### src/rtl/line_pixel_stepper_defines.svh
// Assertion macros shared by the line pixel stepper RTL.
// Included by files that carry concurrent assertions; needs aclk and aresetn in scope.
`ifndef LINE_PIXEL_STEPPER_DEFINES_SVH
`define LINE_PIXEL_STEPPER_DEFINES_SVH

// Same-cycle implication, disabled during reset.
`define LPS_ASSERT_NOW(label, ante, cons, msg) \
    label: assert property (@(posedge aclk) disable iff (!aresetn) (ante) |-> (cons)) \
        else $error(msg);

// Next-cycle implication, disabled during reset.
`define LPS_ASSERT_NEXT(label, ante, cons, msg) \
    label: assert property (@(posedge aclk) disable iff (!aresetn) (ante) |=> (cons)) \
        else $error(msg);

`endif

### src/rtl/lps_pkg.sv
// Shared constants and types for the line pixel stepper.
// No dependencies; imported by every module of the block.
package lps_pkg;

    localparam int COORD_BITS_DEF = 12;
    localparam int ROW_SHIFT_DEF  = 10;

    localparam int SIZE_BITS   = 10;
    localparam int ADDR_BITS   = 32;
    localparam int COLOR_BITS  = 16;
    localparam int QUEUE_DEPTH = 4;

    localparam logic [ADDR_BITS-1:0] BASE_RESET   = 32'hC000_0000;
    localparam logic [SIZE_BITS-1:0] WIDTH_RESET  = 10'd320;
    localparam logic [SIZE_BITS-1:0] HEIGHT_RESET = 10'd240;

    // configuration register indexes
    localparam int CFG_IDX_BITS = 2;
    localparam logic [CFG_IDX_BITS-1:0] REG_BUFFER_BASE   = 2'd0;
    localparam logic [CFG_IDX_BITS-1:0] REG_SCREEN_WIDTH  = 2'd1;
    localparam logic [CFG_IDX_BITS-1:0] REG_SCREEN_HEIGHT = 2'd2;

    // request kinds
    localparam logic REQ_START = 1'b0;
    localparam logic REQ_NEXT  = 1'b1;

    // decoded command flags, front to back
    typedef struct packed {
        logic is_start;
        logic active;
        logic steep;
        logic dir_neg;
    } cmd_flags_t;

    localparam int CMD_FLAG_BITS = $bits(cmd_flags_t);

    // per-pixel flags, stepper to pixel output
    typedef struct packed {
        logic last;
        logic none;
    } pix_flags_t;

endpackage

### src/rtl/lps_front.sv
// Front end: input register and line setup decode (steep test, endpoint order, deltas).
// Depends on lps_pkg; feeds the command queue.
module lps_front
    import lps_pkg::*;
#(
    parameter int COORD_BITS = COORD_BITS_DEF
) (
    input  logic                         aclk,
    input  logic                         aresetn,
    input  logic                         in_valid,
    output logic                         in_ready,
    input  logic                         in_req_type,
    input  logic signed [COORD_BITS-1:0] in_start_x,
    input  logic signed [COORD_BITS-1:0] in_start_y,
    input  logic signed [COORD_BITS-1:0] in_end_x,
    input  logic signed [COORD_BITS-1:0] in_end_y,
    input  logic [COLOR_BITS-1:0]        in_color,
    output logic                         q_valid,
    input  logic                         q_ready,
    output cmd_flags_t                   q_flags,
    output logic signed [COORD_BITS-1:0] q_major_pos,
    output logic signed [COORD_BITS-1:0] q_major_stop,
    output logic signed [COORD_BITS-1:0] q_minor_pos,
    output logic [COORD_BITS-1:0]        q_major_delta,
    output logic [COORD_BITS-1:0]        q_minor_delta,
    output logic signed [COORD_BITS-1:0] q_error,
    output logic [COLOR_BITS-1:0]        q_color
);

    localparam int C = COORD_BITS;

    logic                valid_reg;
    logic                type_reg;
    logic signed [C-1:0] ax_reg, ay_reg, bx_reg, by_reg;
    logic signed [C:0]   dx_reg, dy_reg;
    logic [COLOR_BITS-1:0] color_reg;

    logic signed [C:0] dx_next, dy_next;
    logic        [C:0] adx, ady, amaj, amin, half_maj;
    logic signed [C:0] dmaj, dmin, neg_half;
    logic              steep, rev;
    logic signed [C-1:0] a_maj, b_maj, a_min, b_min;

    assign in_ready = !valid_reg || q_ready;

    assign dx_next = $signed({in_end_x[C-1], in_end_x}) - $signed({in_start_x[C-1], in_start_x});
    assign dy_next = $signed({in_end_y[C-1], in_end_y}) - $signed({in_start_y[C-1], in_start_y});

    always_ff @(posedge aclk) begin
        if (!aresetn) begin
            valid_reg <= 1'b0;
        end else if (in_ready) begin
            valid_reg <= in_valid;
        end
    end

    always_ff @(posedge aclk) begin
        if (in_valid && in_ready) begin
            type_reg  <= in_req_type;
            ax_reg    <= in_start_x;
            ay_reg    <= in_start_y;
            bx_reg    <= in_end_x;
            by_reg    <= in_end_y;
            dx_reg    <= dx_next;
            dy_reg    <= dy_next;
            color_reg <= in_color;
        end
    end

    // setup decode from the registered request
    always_comb begin
        adx   = dx_reg[C] ? $unsigned(-dx_reg) : $unsigned(dx_reg);
        ady   = dy_reg[C] ? $unsigned(-dy_reg) : $unsigned(dy_reg);
        steep = ady > adx;
        dmaj  = steep ? dy_reg : dx_reg;
        dmin  = steep ? dx_reg : dy_reg;
        amaj  = steep ? ady : adx;
        amin  = steep ? adx : ady;
        a_maj = steep ? ay_reg : ax_reg;
        b_maj = steep ? by_reg : bx_reg;
        a_min = steep ? ax_reg : ay_reg;
        b_min = steep ? bx_reg : by_reg;
        rev   = dmaj[C];
        half_maj = {1'b0, amaj[C:1]};
        neg_half = -$signed(half_maj);
    end

    assign q_valid          = valid_reg;
    assign q_flags.is_start = (type_reg == REQ_START);
    assign q_flags.active   = (dmaj != '0);
    assign q_flags.steep    = steep;
    // minor coordinate does not rise from the ordered start to the ordered end
    assign q_flags.dir_neg  = rev ? !dmin[C] : (dmin[C] || (dmin == '0));
    assign q_major_pos      = rev ? b_maj : a_maj;
    assign q_major_stop     = rev ? a_maj : b_maj;
    assign q_minor_pos      = rev ? b_min : a_min;
    assign q_major_delta    = amaj[C-1:0];
    assign q_minor_delta    = amin[C-1:0];
    assign q_error          = neg_half[C-1:0];
    assign q_color          = color_reg;

endmodule

### src/rtl/lps_queue.sv
// Small flip-flop FIFO between the front end and the stepper.
// Depends on lps_pkg for the default depth; depth must be a power of two.
module lps_queue
    import lps_pkg::*;
#(
    parameter int WIDTH = 8,
    parameter int DEPTH = QUEUE_DEPTH
) (
    input  logic             aclk,
    input  logic             aresetn,
    input  logic             wr_valid,
    output logic             wr_ready,
    input  logic [WIDTH-1:0] wr_data,
    output logic             rd_valid,
    input  logic             rd_ready,
    output logic [WIDTH-1:0] rd_data
);

    localparam int PTR_BITS = $clog2(DEPTH);
    localparam int CNT_BITS = $clog2(DEPTH + 1);
    localparam logic [CNT_BITS-1:0] FULL_COUNT = CNT_BITS'(DEPTH);

    logic [WIDTH-1:0]    entries_reg [DEPTH];
    logic [PTR_BITS-1:0] wr_ptr_reg, rd_ptr_reg;
    logic [CNT_BITS-1:0] count_reg;
    logic                push, pop;

    assign wr_ready = (count_reg != FULL_COUNT);
    assign rd_valid = (count_reg != '0);
    assign push     = wr_valid && wr_ready;
    assign pop      = rd_valid && rd_ready;
    assign rd_data  = entries_reg[rd_ptr_reg];

    always_ff @(posedge aclk) begin
        if (!aresetn) begin
            wr_ptr_reg <= '0;
            rd_ptr_reg <= '0;
            count_reg  <= '0;
        end else begin
            if (push) begin
                wr_ptr_reg <= wr_ptr_reg + PTR_BITS'(1);
            end
            if (pop) begin
                rd_ptr_reg <= rd_ptr_reg + PTR_BITS'(1);
            end
            if (push && !pop) begin
                count_reg <= count_reg + CNT_BITS'(1);
            end else if (pop && !push) begin
                count_reg <= count_reg - CNT_BITS'(1);
            end
        end
    end

    always_ff @(posedge aclk) begin
        if (push) begin
            entries_reg[wr_ptr_reg] <= wr_data;
        end
    end

endmodule

### src/rtl/lps_back.sv
// Back end: Bresenham stepper holding the current line state, one step per command.
// Depends on lps_pkg; pops the command queue and feeds lps_pixel_out.
module lps_back
    import lps_pkg::*;
#(
    parameter int COORD_BITS = COORD_BITS_DEF
) (
    input  logic                         aclk,
    input  logic                         aresetn,
    input  logic                         cmd_valid,
    output logic                         cmd_ready,
    input  cmd_flags_t                   cmd_flags,
    input  logic signed [COORD_BITS-1:0] cmd_major_pos,
    input  logic signed [COORD_BITS-1:0] cmd_major_stop,
    input  logic signed [COORD_BITS-1:0] cmd_minor_pos,
    input  logic [COORD_BITS-1:0]        cmd_major_delta,
    input  logic [COORD_BITS-1:0]        cmd_minor_delta,
    input  logic signed [COORD_BITS-1:0] cmd_error,
    input  logic [COLOR_BITS-1:0]        cmd_color,
    output logic                         pix_valid,
    input  logic                         pix_ready,
    output logic signed [COORD_BITS-1:0] pix_x,
    output logic signed [COORD_BITS-1:0] pix_y,
    output logic [COLOR_BITS-1:0]        pix_color,
    output pix_flags_t                   pix_flags
);

    localparam int C = COORD_BITS;
    localparam logic signed [C:0]   ONE_C1 = 1;
    localparam logic signed [C+1:0] ONE_C2 = 1;

    // line state
    logic                  active_reg;
    logic                  steep_reg;
    logic                  dir_neg_reg;
    logic signed [C-1:0]   major_pos_reg, major_stop_reg, minor_pos_reg;
    logic [C-1:0]          major_delta_reg, minor_delta_reg;
    logic signed [C+1:0]   error_reg;
    logic [COLOR_BITS-1:0] color_reg;

    // pixel register toward the output stages
    logic                  pv_reg;
    logic signed [C-1:0]   px_reg, py_reg;
    logic [COLOR_BITS-1:0] pcolor_reg;
    pix_flags_t            pflags_reg;

    // current source: fresh command on a start, held state otherwise
    logic                  cur_active, cur_steep, cur_dir;
    logic signed [C-1:0]   cur_maj, cur_stop, cur_min;
    logic [C-1:0]          cur_mdel, cur_ndel;
    logic signed [C+1:0]   cur_err;
    logic [COLOR_BITS-1:0] cur_color;

    logic signed [C:0]     maj_inc, stop_ext;
    logic signed [C+1:0]   err_sum, err_next;
    logic signed [C-1:0]   min_next;
    logic                  last, step, take;

    assign cmd_ready = !pv_reg || pix_ready;
    assign take      = cmd_valid && cmd_ready;

    always_comb begin
        if (cmd_flags.is_start) begin
            cur_active = cmd_flags.active;
            cur_steep  = cmd_flags.steep;
            cur_dir    = cmd_flags.dir_neg;
            cur_maj    = cmd_major_pos;
            cur_stop   = cmd_major_stop;
            cur_min    = cmd_minor_pos;
            cur_mdel   = cmd_major_delta;
            cur_ndel   = cmd_minor_delta;
            cur_err    = {{2{cmd_error[C-1]}}, cmd_error};
            cur_color  = cmd_color;
        end else begin
            cur_active = active_reg;
            cur_steep  = steep_reg;
            cur_dir    = dir_neg_reg;
            cur_maj    = major_pos_reg;
            cur_stop   = major_stop_reg;
            cur_min    = minor_pos_reg;
            cur_mdel   = major_delta_reg;
            cur_ndel   = minor_delta_reg;
            cur_err    = error_reg;
            cur_color  = color_reg;
        end
    end

    always_comb begin
        maj_inc  = $signed({cur_maj[C-1], cur_maj}) + ONE_C1;
        stop_ext = $signed({cur_stop[C-1], cur_stop});
        last     = (maj_inc >= stop_ext);
        err_sum  = cur_err + $signed({2'b00, cur_ndel});
        step     = !err_sum[C+1] && (err_sum != '0);
        err_next = step ? (err_sum - $signed({2'b00, cur_mdel})) : err_sum;
        if (!step) begin
            min_next = cur_min;
        end else if (cur_dir) begin
            min_next = cur_min - ONE_C2[C-1:0];
        end else begin
            min_next = cur_min + ONE_C2[C-1:0];
        end
    end

    always_ff @(posedge aclk) begin
        if (!aresetn) begin
            active_reg <= 1'b0;
        end else if (take) begin
            active_reg <= cur_active && !last;
        end
    end

    always_ff @(posedge aclk) begin
        if (take) begin
            steep_reg       <= cur_steep;
            dir_neg_reg     <= cur_dir;
            major_stop_reg  <= cur_stop;
            major_delta_reg <= cur_mdel;
            minor_delta_reg <= cur_ndel;
            color_reg       <= cur_color;
            if (cur_active) begin
                major_pos_reg <= maj_inc[C-1:0];
                minor_pos_reg <= min_next;
                error_reg     <= err_next;
            end else begin
                major_pos_reg <= cur_maj;
                minor_pos_reg <= cur_min;
                error_reg     <= cur_err;
            end
        end
    end

    always_ff @(posedge aclk) begin
        if (!aresetn) begin
            pv_reg <= 1'b0;
        end else if (cmd_ready) begin
            pv_reg <= cmd_valid;
        end
    end

    always_ff @(posedge aclk) begin
        if (take) begin
            px_reg          <= cur_steep ? cur_min : cur_maj;
            py_reg          <= cur_steep ? cur_maj : cur_min;
            pcolor_reg      <= cur_color;
            pflags_reg.last <= cur_active && last;
            pflags_reg.none <= !cur_active;
        end
    end

    assign pix_valid = pv_reg;
    assign pix_x     = px_reg;
    assign pix_y     = py_reg;
    assign pix_color = pcolor_reg;
    assign pix_flags = pflags_reg;

endmodule

### src/rtl/lps_pixel_out.sv
// Pixel output pipeline: screen wrap, then off-screen test, address and output register.
// Depends on lps_pkg; drives the result channel of the top level.
module lps_pixel_out
    import lps_pkg::*;
#(
    parameter int COORD_BITS = COORD_BITS_DEF,
    parameter int ROW_SHIFT  = ROW_SHIFT_DEF
) (
    input  logic                         aclk,
    input  logic                         aresetn,
    input  logic [ADDR_BITS-1:0]         buffer_base,
    input  logic [SIZE_BITS-1:0]         screen_width,
    input  logic [SIZE_BITS-1:0]         screen_height,
    input  logic                         in_valid,
    output logic                         in_ready,
    input  logic signed [COORD_BITS-1:0] in_x,
    input  logic signed [COORD_BITS-1:0] in_y,
    input  logic [COLOR_BITS-1:0]        in_color,
    input  pix_flags_t                   in_flags,
    output logic                         out_valid,
    input  logic                         out_ready,
    output logic signed [COORD_BITS-1:0] out_x,
    output logic signed [COORD_BITS-1:0] out_y,
    output logic [ADDR_BITS-1:0]         out_addr,
    output logic [COLOR_BITS-1:0]        out_color,
    output logic                         out_last,
    output logic                         out_none,
    output logic                         out_off
);

    localparam int C  = COORD_BITS;
    localparam int WB = COORD_BITS + 2;

    function automatic logic signed [WB-1:0] wrap_once(input logic signed [C-1:0] v,
                                                       input logic [SIZE_BITS-1:0] size);
        logic signed [WB-1:0] ve, se, t;
        begin
            ve = {{(WB-C){v[C-1]}}, v};
            se = $signed({{(WB-SIZE_BITS){1'b0}}, size});
            t  = ve[WB-1] ? (ve + se) : ve;
            return (t >= se) ? (t - se) : t;
        end
    endfunction

    // wrap stage
    logic                  wv_reg;
    logic signed [WB-1:0]  wx_reg, wy_reg;
    logic [COLOR_BITS-1:0] wcolor_reg;
    pix_flags_t            wflags_reg;
    logic                  w_ready;

    // output stage
    logic                  ov_reg;
    logic signed [C-1:0]   ox_reg, oy_reg;
    logic [ADDR_BITS-1:0]  oaddr_reg;
    logic [COLOR_BITS-1:0] ocolor_reg;
    logic                  olast_reg, onone_reg, ooff_reg;

    logic signed [WB-1:0]  w_ext, h_ext;
    logic                  off;
    logic [ADDR_BITS-1:0]  x_word, y_word, addr;

    assign w_ready  = !ov_reg || out_ready;
    assign in_ready = !wv_reg || w_ready;

    always_ff @(posedge aclk) begin
        if (!aresetn) begin
            wv_reg <= 1'b0;
        end else if (in_ready) begin
            wv_reg <= in_valid;
        end
    end

    always_ff @(posedge aclk) begin
        if (in_valid && in_ready) begin
            wx_reg     <= wrap_once(in_x, screen_width);
            wy_reg     <= wrap_once(in_y, screen_height);
            wcolor_reg <= in_color;
            wflags_reg <= in_flags;
        end
    end

    always_comb begin
        w_ext  = $signed({{(WB-SIZE_BITS){1'b0}}, screen_width});
        h_ext  = $signed({{(WB-SIZE_BITS){1'b0}}, screen_height});
        off    = wx_reg[WB-1] || (wx_reg >= w_ext) || wy_reg[WB-1] || (wy_reg >= h_ext);
        x_word = {{(ADDR_BITS-WB){wx_reg[WB-1]}}, wx_reg};
        y_word = {{(ADDR_BITS-WB){wy_reg[WB-1]}}, wy_reg};
        addr   = buffer_base + (y_word << ROW_SHIFT) + (x_word << 1);
    end

    always_ff @(posedge aclk) begin
        if (!aresetn) begin
            ov_reg <= 1'b0;
        end else if (w_ready) begin
            ov_reg <= wv_reg;
        end
    end

    // a result without a pixel carries all-zero fields
    always_ff @(posedge aclk) begin
        if (wv_reg && w_ready) begin
            onone_reg <= wflags_reg.none;
            if (wflags_reg.none) begin
                ox_reg     <= '0;
                oy_reg     <= '0;
                oaddr_reg  <= '0;
                ocolor_reg <= '0;
                olast_reg  <= 1'b0;
                ooff_reg   <= 1'b0;
            end else begin
                ox_reg     <= wx_reg[C-1:0];
                oy_reg     <= wy_reg[C-1:0];
                oaddr_reg  <= addr;
                ocolor_reg <= wcolor_reg;
                olast_reg  <= wflags_reg.last;
                ooff_reg   <= off;
            end
        end
    end

    assign out_valid = ov_reg;
    assign out_x     = ox_reg;
    assign out_y     = oy_reg;
    assign out_addr  = oaddr_reg;
    assign out_color = ocolor_reg;
    assign out_last  = olast_reg;
    assign out_none  = onone_reg;
    assign out_off   = ooff_reg;

endmodule

### src/rtl/line_pixel_stepper.sv
// Line pixel stepper top level: Bresenham rasterizer, one pixel per request.
// Depends on lps_pkg, lps_front, lps_queue, lps_back, lps_pixel_out and the defines header.
//
// Usage:
//   s_ channel: one request per transaction. tuser = req_type (0 start a line,
//   1 next pixel). A start loads both endpoints and the color and yields the
//   first pixel; each next request yields the following pixel of that line.
//   m_ channel: exactly one result per request. tlast marks the final pixel,
//   tuser[0] marks a result with no pixel (empty line or no line active),
//   tuser[1] marks a wrapped coordinate that is still off screen.
//   Config port: cfg_index 0 buffer base, 1 screen width, 2 screen height;
//   write only while no request is in flight.
//   Path: a request passes the input register, queue, stepper register,
//   wrap register and output register before its result is valid.
//   Throughput: one request per cycle while m_tready stays high; the stepper's
//   add-and-compare on the error term is combinational, so requests issue back to back.
//   Reset clears all handshake state and the active line, and loads the
//   register defaults (base 0xC0000000, 320 x 240). When m_tready is low the
//   pipeline fills and the 4-entry command queue absorbs requests before
//   s_tready drops; no result is lost or repeated.
module line_pixel_stepper
    import lps_pkg::*;
#(
    parameter int COORD_BITS = COORD_BITS_DEF,
    parameter int ROW_SHIFT  = ROW_SHIFT_DEF
) (
    input  logic                    aclk,
    input  logic                    aresetn,
    input  logic                    cfg_wr_en,
    input  logic [CFG_IDX_BITS-1:0] cfg_index,
    input  logic [ADDR_BITS-1:0]    cfg_wdata,
    input  logic                    s_tvalid,
    output logic                    s_tready,
    // start_x, start_y, end_x, end_y, pixel_color (low to high), zero padded
    input  logic [((4*COORD_BITS+COLOR_BITS+7)/8)*8-1:0] s_tdata,
    // req_type
    input  logic                    s_tuser,
    output logic                    m_tvalid,
    input  logic                    m_tready,
    // pixel_x, pixel_y, pixel_addr, out_color (low to high), zero padded
    output logic [((2*COORD_BITS+ADDR_BITS+COLOR_BITS+7)/8)*8-1:0] m_tdata,
    // no_pixel, off_screen (low to high)
    output logic [1:0]              m_tuser,
    output logic                    m_tlast
);

    localparam int C          = COORD_BITS;
    localparam int OUT_DATA_W = ((2*C + ADDR_BITS + COLOR_BITS + 7) / 8) * 8;
    localparam int CMD_W      = CMD_FLAG_BITS + 6*C + COLOR_BITS;

    logic [ADDR_BITS-1:0] base_reg;
    logic [SIZE_BITS-1:0] width_reg, height_reg;

    always_ff @(posedge aclk) begin
        if (!aresetn) begin
            base_reg   <= BASE_RESET;
            width_reg  <= WIDTH_RESET;
            height_reg <= HEIGHT_RESET;
        end else if (cfg_wr_en) begin
            unique case (cfg_index)
                REG_BUFFER_BASE:   base_reg   <= cfg_wdata;
                REG_SCREEN_WIDTH:  width_reg  <= cfg_wdata[SIZE_BITS-1:0];
                REG_SCREEN_HEIGHT: height_reg <= cfg_wdata[SIZE_BITS-1:0];
                default: ;
            endcase
        end
    end

    // front to queue
    logic                  q_valid, q_ready;
    cmd_flags_t            q_flags;
    logic signed [C-1:0]   q_major_pos, q_major_stop, q_minor_pos, q_error;
    logic [C-1:0]          q_major_delta, q_minor_delta;
    logic [COLOR_BITS-1:0] q_color;

    lps_front #(.COORD_BITS(COORD_BITS)) u_front (
        .aclk          (aclk),
        .aresetn       (aresetn),
        .in_valid      (s_tvalid),
        .in_ready      (s_tready),
        .in_req_type   (s_tuser),
        .in_start_x    ($signed(s_tdata[C-1:0])),
        .in_start_y    ($signed(s_tdata[2*C-1:C])),
        .in_end_x      ($signed(s_tdata[3*C-1:2*C])),
        .in_end_y      ($signed(s_tdata[4*C-1:3*C])),
        .in_color      (s_tdata[4*C+COLOR_BITS-1:4*C]),
        .q_valid       (q_valid),
        .q_ready       (q_ready),
        .q_flags       (q_flags),
        .q_major_pos   (q_major_pos),
        .q_major_stop  (q_major_stop),
        .q_minor_pos   (q_minor_pos),
        .q_major_delta (q_major_delta),
        .q_minor_delta (q_minor_delta),
        .q_error       (q_error),
        .q_color       (q_color)
    );

    // queue to back
    logic             c_valid, c_ready;
    logic [CMD_W-1:0] c_data;
    cmd_flags_t       c_flags;

    lps_queue #(.WIDTH(CMD_W), .DEPTH(QUEUE_DEPTH)) u_queue (
        .aclk     (aclk),
        .aresetn  (aresetn),
        .wr_valid (q_valid),
        .wr_ready (q_ready),
        .wr_data  ({q_flags, q_major_pos, q_major_stop, q_minor_pos,
                    q_major_delta, q_minor_delta, q_error, q_color}),
        .rd_valid (c_valid),
        .rd_ready (c_ready),
        .rd_data  (c_data)
    );

    assign c_flags = c_data[CMD_W-1 -: CMD_FLAG_BITS];

    // back to pixel output
    logic                  p_valid, p_ready;
    logic signed [C-1:0]   p_x, p_y;
    logic [COLOR_BITS-1:0] p_color;
    pix_flags_t            p_flags;

    lps_back #(.COORD_BITS(COORD_BITS)) u_back (
        .aclk            (aclk),
        .aresetn         (aresetn),
        .cmd_valid       (c_valid),
        .cmd_ready       (c_ready),
        .cmd_flags       (c_flags),
        .cmd_major_pos   ($signed(c_data[COLOR_BITS+6*C-1 -: C])),
        .cmd_major_stop  ($signed(c_data[COLOR_BITS+5*C-1 -: C])),
        .cmd_minor_pos   ($signed(c_data[COLOR_BITS+4*C-1 -: C])),
        .cmd_major_delta (c_data[COLOR_BITS+3*C-1 -: C]),
        .cmd_minor_delta (c_data[COLOR_BITS+2*C-1 -: C]),
        .cmd_error       ($signed(c_data[COLOR_BITS+C-1 -: C])),
        .cmd_color       (c_data[COLOR_BITS-1:0]),
        .pix_valid       (p_valid),
        .pix_ready       (p_ready),
        .pix_x           (p_x),
        .pix_y           (p_y),
        .pix_color       (p_color),
        .pix_flags       (p_flags)
    );

    logic signed [C-1:0]   o_x, o_y;
    logic [ADDR_BITS-1:0]  o_addr;
    logic [COLOR_BITS-1:0] o_color;
    logic                  o_none, o_off;

    lps_pixel_out #(.COORD_BITS(COORD_BITS), .ROW_SHIFT(ROW_SHIFT)) u_pixel_out (
        .aclk          (aclk),
        .aresetn       (aresetn),
        .buffer_base   (base_reg),
        .screen_width  (width_reg),
        .screen_height (height_reg),
        .in_valid      (p_valid),
        .in_ready      (p_ready),
        .in_x          (p_x),
        .in_y          (p_y),
        .in_color      (p_color),
        .in_flags      (p_flags),
        .out_valid     (m_tvalid),
        .out_ready     (m_tready),
        .out_x         (o_x),
        .out_y         (o_y),
        .out_addr      (o_addr),
        .out_color     (o_color),
        .out_last      (m_tlast),
        .out_none      (o_none),
        .out_off       (o_off)
    );

    assign m_tdata = OUT_DATA_W'({o_color, o_addr, o_y, o_x});
    assign m_tuser = {o_off, o_none};

`include "line_pixel_stepper_defines.svh"

    `LPS_ASSERT_NOW(a_empty_line_equal_ends, q_valid && q_flags.is_start && !q_flags.active, q_major_pos == q_major_stop, "empty line decoded with unequal major ends")
    `LPS_ASSERT_NOW(a_active_line_ordered, q_valid && q_flags.is_start && q_flags.active, q_major_pos < q_major_stop, "active line not ordered along major axis")
    `LPS_ASSERT_NOW(a_minor_not_above_major, q_valid && q_flags.is_start, q_minor_delta <= q_major_delta, "minor delta exceeds major delta")
    `LPS_ASSERT_NOW(a_no_pixel_zero_fields, m_tvalid && m_tuser[0], (m_tdata == '0) && !m_tlast && !m_tuser[1], "no-pixel result carries nonzero fields")
    `LPS_ASSERT_NEXT(a_front_holds_request, s_tvalid && s_tready, q_valid, "accepted request missing from front register")

endmodule

### config.mk
export PLATFORM = sky130hd
export DESIGN_NAME = line_pixel_stepper
export DESIGN_NICKNAME = d
export VERILOG_FILES = /design/src/rtl/lps_pkg.sv /design/src/rtl/lps_front.sv /design/src/rtl/lps_queue.sv /design/src/rtl/lps_back.sv /design/src/rtl/lps_pixel_out.sv /design/src/rtl/line_pixel_stepper.sv
export VERILOG_INCLUDE_DIRS = /design/src /design/src/rtl
export SDC_FILE = /design/constraint.sdc
export NUM_CORES = 1
export LEC_CHECK = 0
export ABC_AREA = 1
export BUFFER_PORTS_ARGS = -buffer_cell sky130_fd_sc_hd__buf_2
export CORE_ASPECT_RATIO = 1.1
export CORE_MARGIN = 2
export CORE_UTILIZATION = 66
export CTS_CLUSTER_SIZE = 24
export DETAILED_ROUTE_END_ITERATION = 8
export PLACE_DENSITY = 0.85
export SLEW_MARGIN = 20
export SYNTH_ARGS = -nofsm -noshare
export SYNTH_HDL_FRONTEND = slang
export SYNTH_SLANG_ARGS = --single-unit
### constraint.sdc
create_clock -name aclk -period 15.4 [get_ports aclk]
set_clock_uncertainty 0.2 [all_clocks]
set_input_delay 3.08 -clock aclk [delete_from_list [all_inputs] [get_ports aclk]]
set_output_delay 3.08 -clock aclk [all_outputs]
set_load 0.02 [all_outputs]
* Yosys cells after proc, flatten, opt, wreduce, memory -nomap -nowiden
Memory sizes are Yosys's and may differ from the RTL's. A register that Yosys moved wholly into a read port is not among the register bits. Index checks and enable logic that the tools add are counted.
Storage, ports and cells: register bits after elaboration 394, bits in writable memories 368, bits of input ports 104, memories kept 1
Memories:
- u_queue.entries_reg | words 4, bits a word 92, rd ports 1, clocked after Yosys merged registers in 1, wr ports 1, line lps_queue.sv:23 | logic [WIDTH-1:0] entries_reg [DEPTH];
Cells by class: $add $sub $neg 20, order comparisons 6, eq/ne operators 3, mux-type cells 42, bitwise logic cells 1, reduce and logical (&&, ||, !) cells 38
Operator list (number):
- 12-bit two-way mux | 19
- 14-bit two-way mux | 7
- 13-bit two-way mux | 5
- 32-bit adder | 2
- 14-bit by 11-bit greater-or-equal comparator with 1-bit output | 4
- 14-bit by 11-bit subtractor with 14-bit output | 2
- 12-bit by 11-bit adder with 13-bit output | 2
- 13-bit negator | 2
- 12-bit by 12-bit subtractor with 13-bit output | 2
- 16-bit two-way mux | 1
- 14-bit by 13-bit adder with 14-bit output | 1
- 14-bit nonzero test | 1
- 14-bit by 13-bit subtractor with 14-bit output | 1
- 12-bit by 2-bit adder with 13-bit output, second input constant | 1
- 13-bit by 12-bit greater-or-equal comparator with 1-bit output | 1
- 13-bit greater-than comparator | 1
- 13-bit zero test | 1
- 13-bit nonzero test | 1
- 12-bit by 1-bit adder with 12-bit output, second input constant | 1
- 12-bit negator | 1
- 12-bit by 1-bit subtractor with 12-bit output, second input constant | 1
- 1-bit logical AND | 10
- 1-bit zero test | 10
- 1-bit logical OR | 8
- other kinds (14) | 25

* Logic depth before layout (Yosys ltp)
depth after elaboration 8, mapped depth 33, depth with buffers taken out 29

* Cells and area by module
From an unflattened synthesis, not the netlist that was laid out.
Unflattened totals: cell total of the unflattened synthesis 4185, area total of the unflattened synthesis 40441.3 µm²
Modules (own cells, without submodules):
- lps_queue | instances 1, cells each 958, area each 14113.5 µm²
- lps_pixel_out | instances 1, cells each 1185, area each 9760.6 µm²
- lps_back | instances 1, cells each 951, area each 7936.4 µm²
- lps_front | instances 1, cells each 764, area each 6411.1 µm²
- line_pixel_stepper | instances 1, cells each 327, area each 2219.6 µm²

* Worst setup path after synthesis
No wires, ideal clock.
path kind input -> register, from in m_tready, to reg u_pixel_out.oaddr_reg[0], in the netlist u_pixel_out.out_addr[0], enable pin, arrival 6.734 ns, data required time 14.667 ns, setup slack 7.933 ns, cell stages on the path 2, buffers on the path 0, cell sequence inv_1 > a21oi_1
On the way: word-level cells in the longest chain between the ends 2
Ends and longest elaborated chain:
- from (decl) | line line_pixel_stepper.sv:39 | input logic m_tready,
- 1-bit logical OR | line lps_pixel_out.sv:63 | assign w_ready = !ov_reg || out_ready;
- 1-bit logical AND | line lps_pixel_out.sv:102 | if (wv_reg && w_ready) begin
- to (signal assigned) | line lps_pixel_out.sv:114 | oaddr_reg <= addr;
- to (decl) | line lps_pixel_out.sv:55 | logic [ADDR_BITS-1:0] oaddr_reg;
No other way between the ends. A chain may end at the register's enable or synchronous reset.

==> impl_metrics.tcl <==
set metrics [dict create \
    status "finished clean" \
    clock_latency_ps 640 \
    ctsResizeCount 0 \
    synth-seq-cells 760 \
    syn_nets 4207 \
    rows 93 \
    end_kind "register" \
    cts_htree_levels 3 \
    ant_nets 0 \
    fp.dieH_um 258 \
    avgSynthCellArea_um2 9.97 \
    cp.arrival_ps 6210 \
    rr_endpoint "u_back.error_reg[12]" \
    syn_inst 3881 \
    port_buffers 180 \
    largest_reg_flops 364 \
    top_usage_layer "met2" \
    fmax_mhz 166 \
    globalRoute.totalOverflow 0 \
    max_slew_margin_pct 28.3 \
    slowest_delay_ps 670 \
    start_util_pct 66.3 \
    drive_above_1_share_pct 9.63 \
    syn_area_um2 38700 \
    grt_usage_pct 31.1 \
    path_common_cell "nand2_1" \
    crit_type "reg -> reg" \
    report.final.setup_viol 0 \
    worstMarginPinSlew_ps 1070 \
    cp_cell_sequence "inv_4 > nand2_1 > nand2_1 > nand2_1 > nand2_4 > buf_4 > a31oi_1 > ha_1 > fa_1 > xnor2_1 > inv_1 > ha_1 > a21oi_1 > o21ai_0 > a21oi_1 > nor2_1 > nand2_1 > nand2_1 > nand2_1 > nand2_1 > o21bai_1 > nand3_1 > nand2_1" \
    timing.critical_path.fanout_max 81 \
    hold_viol_final 0 \
    rsz0062_at_grt "no" \
    fin_crit_ps 6020 \
    holdPathEnd "u_pixel_out.wflags_reg[0]" \
    postCtsSetupRepairBufs 0 \
    cpLargestDelayFamily "simple AND/OR/NAND/NOR gates" \
    synth.yosys.seq_area_share_pct 57.3 \
    drc 0 \
    antennaDiodeCount 0 \
    gr-usage-met3_pct 4.32 \
    gr-usage-met1_pct 37.8 \
    yosysUniqueCellTypes 58 \
    min_delay_path_depth 0 \
    dieArea_um2 60600 \
    grt_pass1_wl_um 149000 \
    grtUsageMet2_pct 54.2 \
    vias_per_cell 5.99 \
    min_from "u_back.pix_flags[0]" \
    async_reset_ff_share_pct 0 \
    syn2layout_area_growth_pct 10.3 \
    cts-buffers-inserted 76 \
    crit_path_start_kind "register" \
    clock_path_buffers 3 \
    die_x_um 235 \
    rrSetupSlack_ps 9380 \
    synth_ff_type "edfxtp_1" \
    fin_nets 4356 \
    worst-path-buf-inv 3 \
    min_path_type "reg -> reg" \
    core_um2 58300 \
    drt-total-wl_um 94800 \
    drv_slew 0 \
    critPathSlowestCell "buf_4" \
    cp.required_ps 15590 \
    cts_root_buf "clkbuf_16" \
    hpwlAfterDp_um 65200 \
    vias 29000 \
    antenna_found_initial 0 \
    cts.clk_slew.worst_paths_ps 60 \
    cts_tree "yes" \
    dr.pass1.iters 6 \
    ioPinCount 181 \
    ff2ff_path_depth 23 \
    wl_per_cell_um 19.5 \
    grt_max_degree 102 \
    cts_sinks 760 \
    ys_warn_count 0 \
    fin_tns_setup_ps 0 \
    gp_congestion 0.946 \
    synth_edf_count 694 \
    grt_pass1_vias 28300 \
    cap_violations 0 \
    period_share_pct 39.1 \
    cts_hold_buf 0 \
    first_iter_violations 3132 \
]
per-layer routing:
| layer | routed length [um] | vias up |
|---|---|---|
| li1 | - | 13700 |
| met1 | 35400 | 13600 |
| met2 | 47200 | 1482 |
| met3 | 7400 | 255 |
| met4 | 4810 | 0 |
| met5 | 0 | - |
worst register-to-register path, cell delays in order (launching register included):
cell	delay [ps]
dfxtp_4	420
inv_4	600
nand2_1	190
nand2_1	100
nand2_1	80
nand2_4	430
buf_4	690
a31oi_1	270
ha_1	330
fa_1	450
xnor2_1	250
inv_1	90
ha_1	350
a21oi_1	110
o21ai_0	370
a21oi_1	190
nor2_1	150
nand2_1	60
nand2_1	110
nand2_1	70
nand2_1	70
o21bai_1	60
nand3_1	70
nand2_1	50
area by class of cell:
class	instances	area (um2)
inverters	381	1440
fillers	3832	15600
multi-input cells	2602	14500
repair buffers	209	1120
clock buffers	93	1990
well taps	760	951
clock inverters	48	493
flip-flops and latches	760	22200
stage by stage:
stage          worst slack (ps)  cells  hold slack (ps)  instance area [um2]  util [%]
3_5_place_dp               9520   4712              205                40200      68.9
5_1_grt                    8820   4853              218                42700      73.2
6_report                   9380   4853              208                42700      73.2
2_1_floorplan              7930   3881              200                38700         -
4_1_cts                    9510   4853              208                42600      73.2
3_3_place_gp               9700   4712              201                40200      68.9
worst max-delay path by stage:
stage               start                 endpoint  slack (ps)  cells after the start
3_5_place_dp     register     u_back.error_reg[11]        9520                     27
5_1_grt          register     u_back.error_reg[12]        8820                     22
6_report         register     u_back.error_reg[12]        9380                     23
2_1_floorplan    m_tready  u_pixel_out.out_addr[0]        7930                      2
4_1_cts          register     u_back.error_reg[11]        9510                     27
3_3_place_gp   s_tdata[0]       u_front.dx_reg[12]        9700                     11
placed cells by master (no fill, tap or decap), types with 31 or more instances in the layout:
cell type,instances
nand3_1,95
fa_1,32
nand4_1,31
xor2_1,62
nand2_1,704
dfxtp_1,64
edfxtp_1,694
buf_2,180
o21ai_0,432
ha_1,190
xnor2_1,36
inv_1,367
nor2_1,525
a21oi_1,184
o22ai_1,57
a31oi_1,42
clkbuf_16,76
Yosys cell counts (5+ instances only):
library cell	n	share of area, %
nor2_1	530	5.1
mux2i_1	12	0.31
xnor2_1	36	0.82
o211ai_1	24	0.47
a31oi_1	42	0.68
edfxtp_1	694	54
o22ai_1	57	0.92
o21bai_1	7	0.14
o21ai_0	432	5.6
or2_2	10	0.16
o21ai_1	25	0.32
buf_6	5	0.15
nand3b_1	6	0.12
fa_1	32	1.7
o21a_1	11	0.21
a21o_1	8	0.16
nor3_1	17	0.22
ha_1	190	6.1
a21oi_1	185	2.4
inv_2	5	0.049
xor2_1	62	1.4
o31ai_1	19	0.37
clkbuf_1	72	0.70
buf_4	12	0.23
buf_2	42	0.54
nand2_2	10	0.16
nand2_1	704	6.8
nand4_1	31	0.50
o21ai_2	10	0.23
inv_1	372	3.6
a21boi_0	7	0.14
dfxtp_1	66	3.4
nand3_1	95	1.2
buf_1	7	0.068
cell families (layout without fill, tap and decap cells):
group	count (synthesis)	in the layout	synth area share, %
AO/OA/AOI/OAI	846	846	12.1
AND/OR/NAND/NOR	1423	1423	14.8
multiplexers	12	12	0.311
flip-flops	760	760	57.3
adder cells (fa/ha/maj)	222	222	7.80
buffers and inverters	519	731	5.40
XOR/XNOR	99	99	2.26
Power is left out: the tool's default activity adds up to more than one toggle a clock period on the data nets, which glitch-free logic cannot reach.
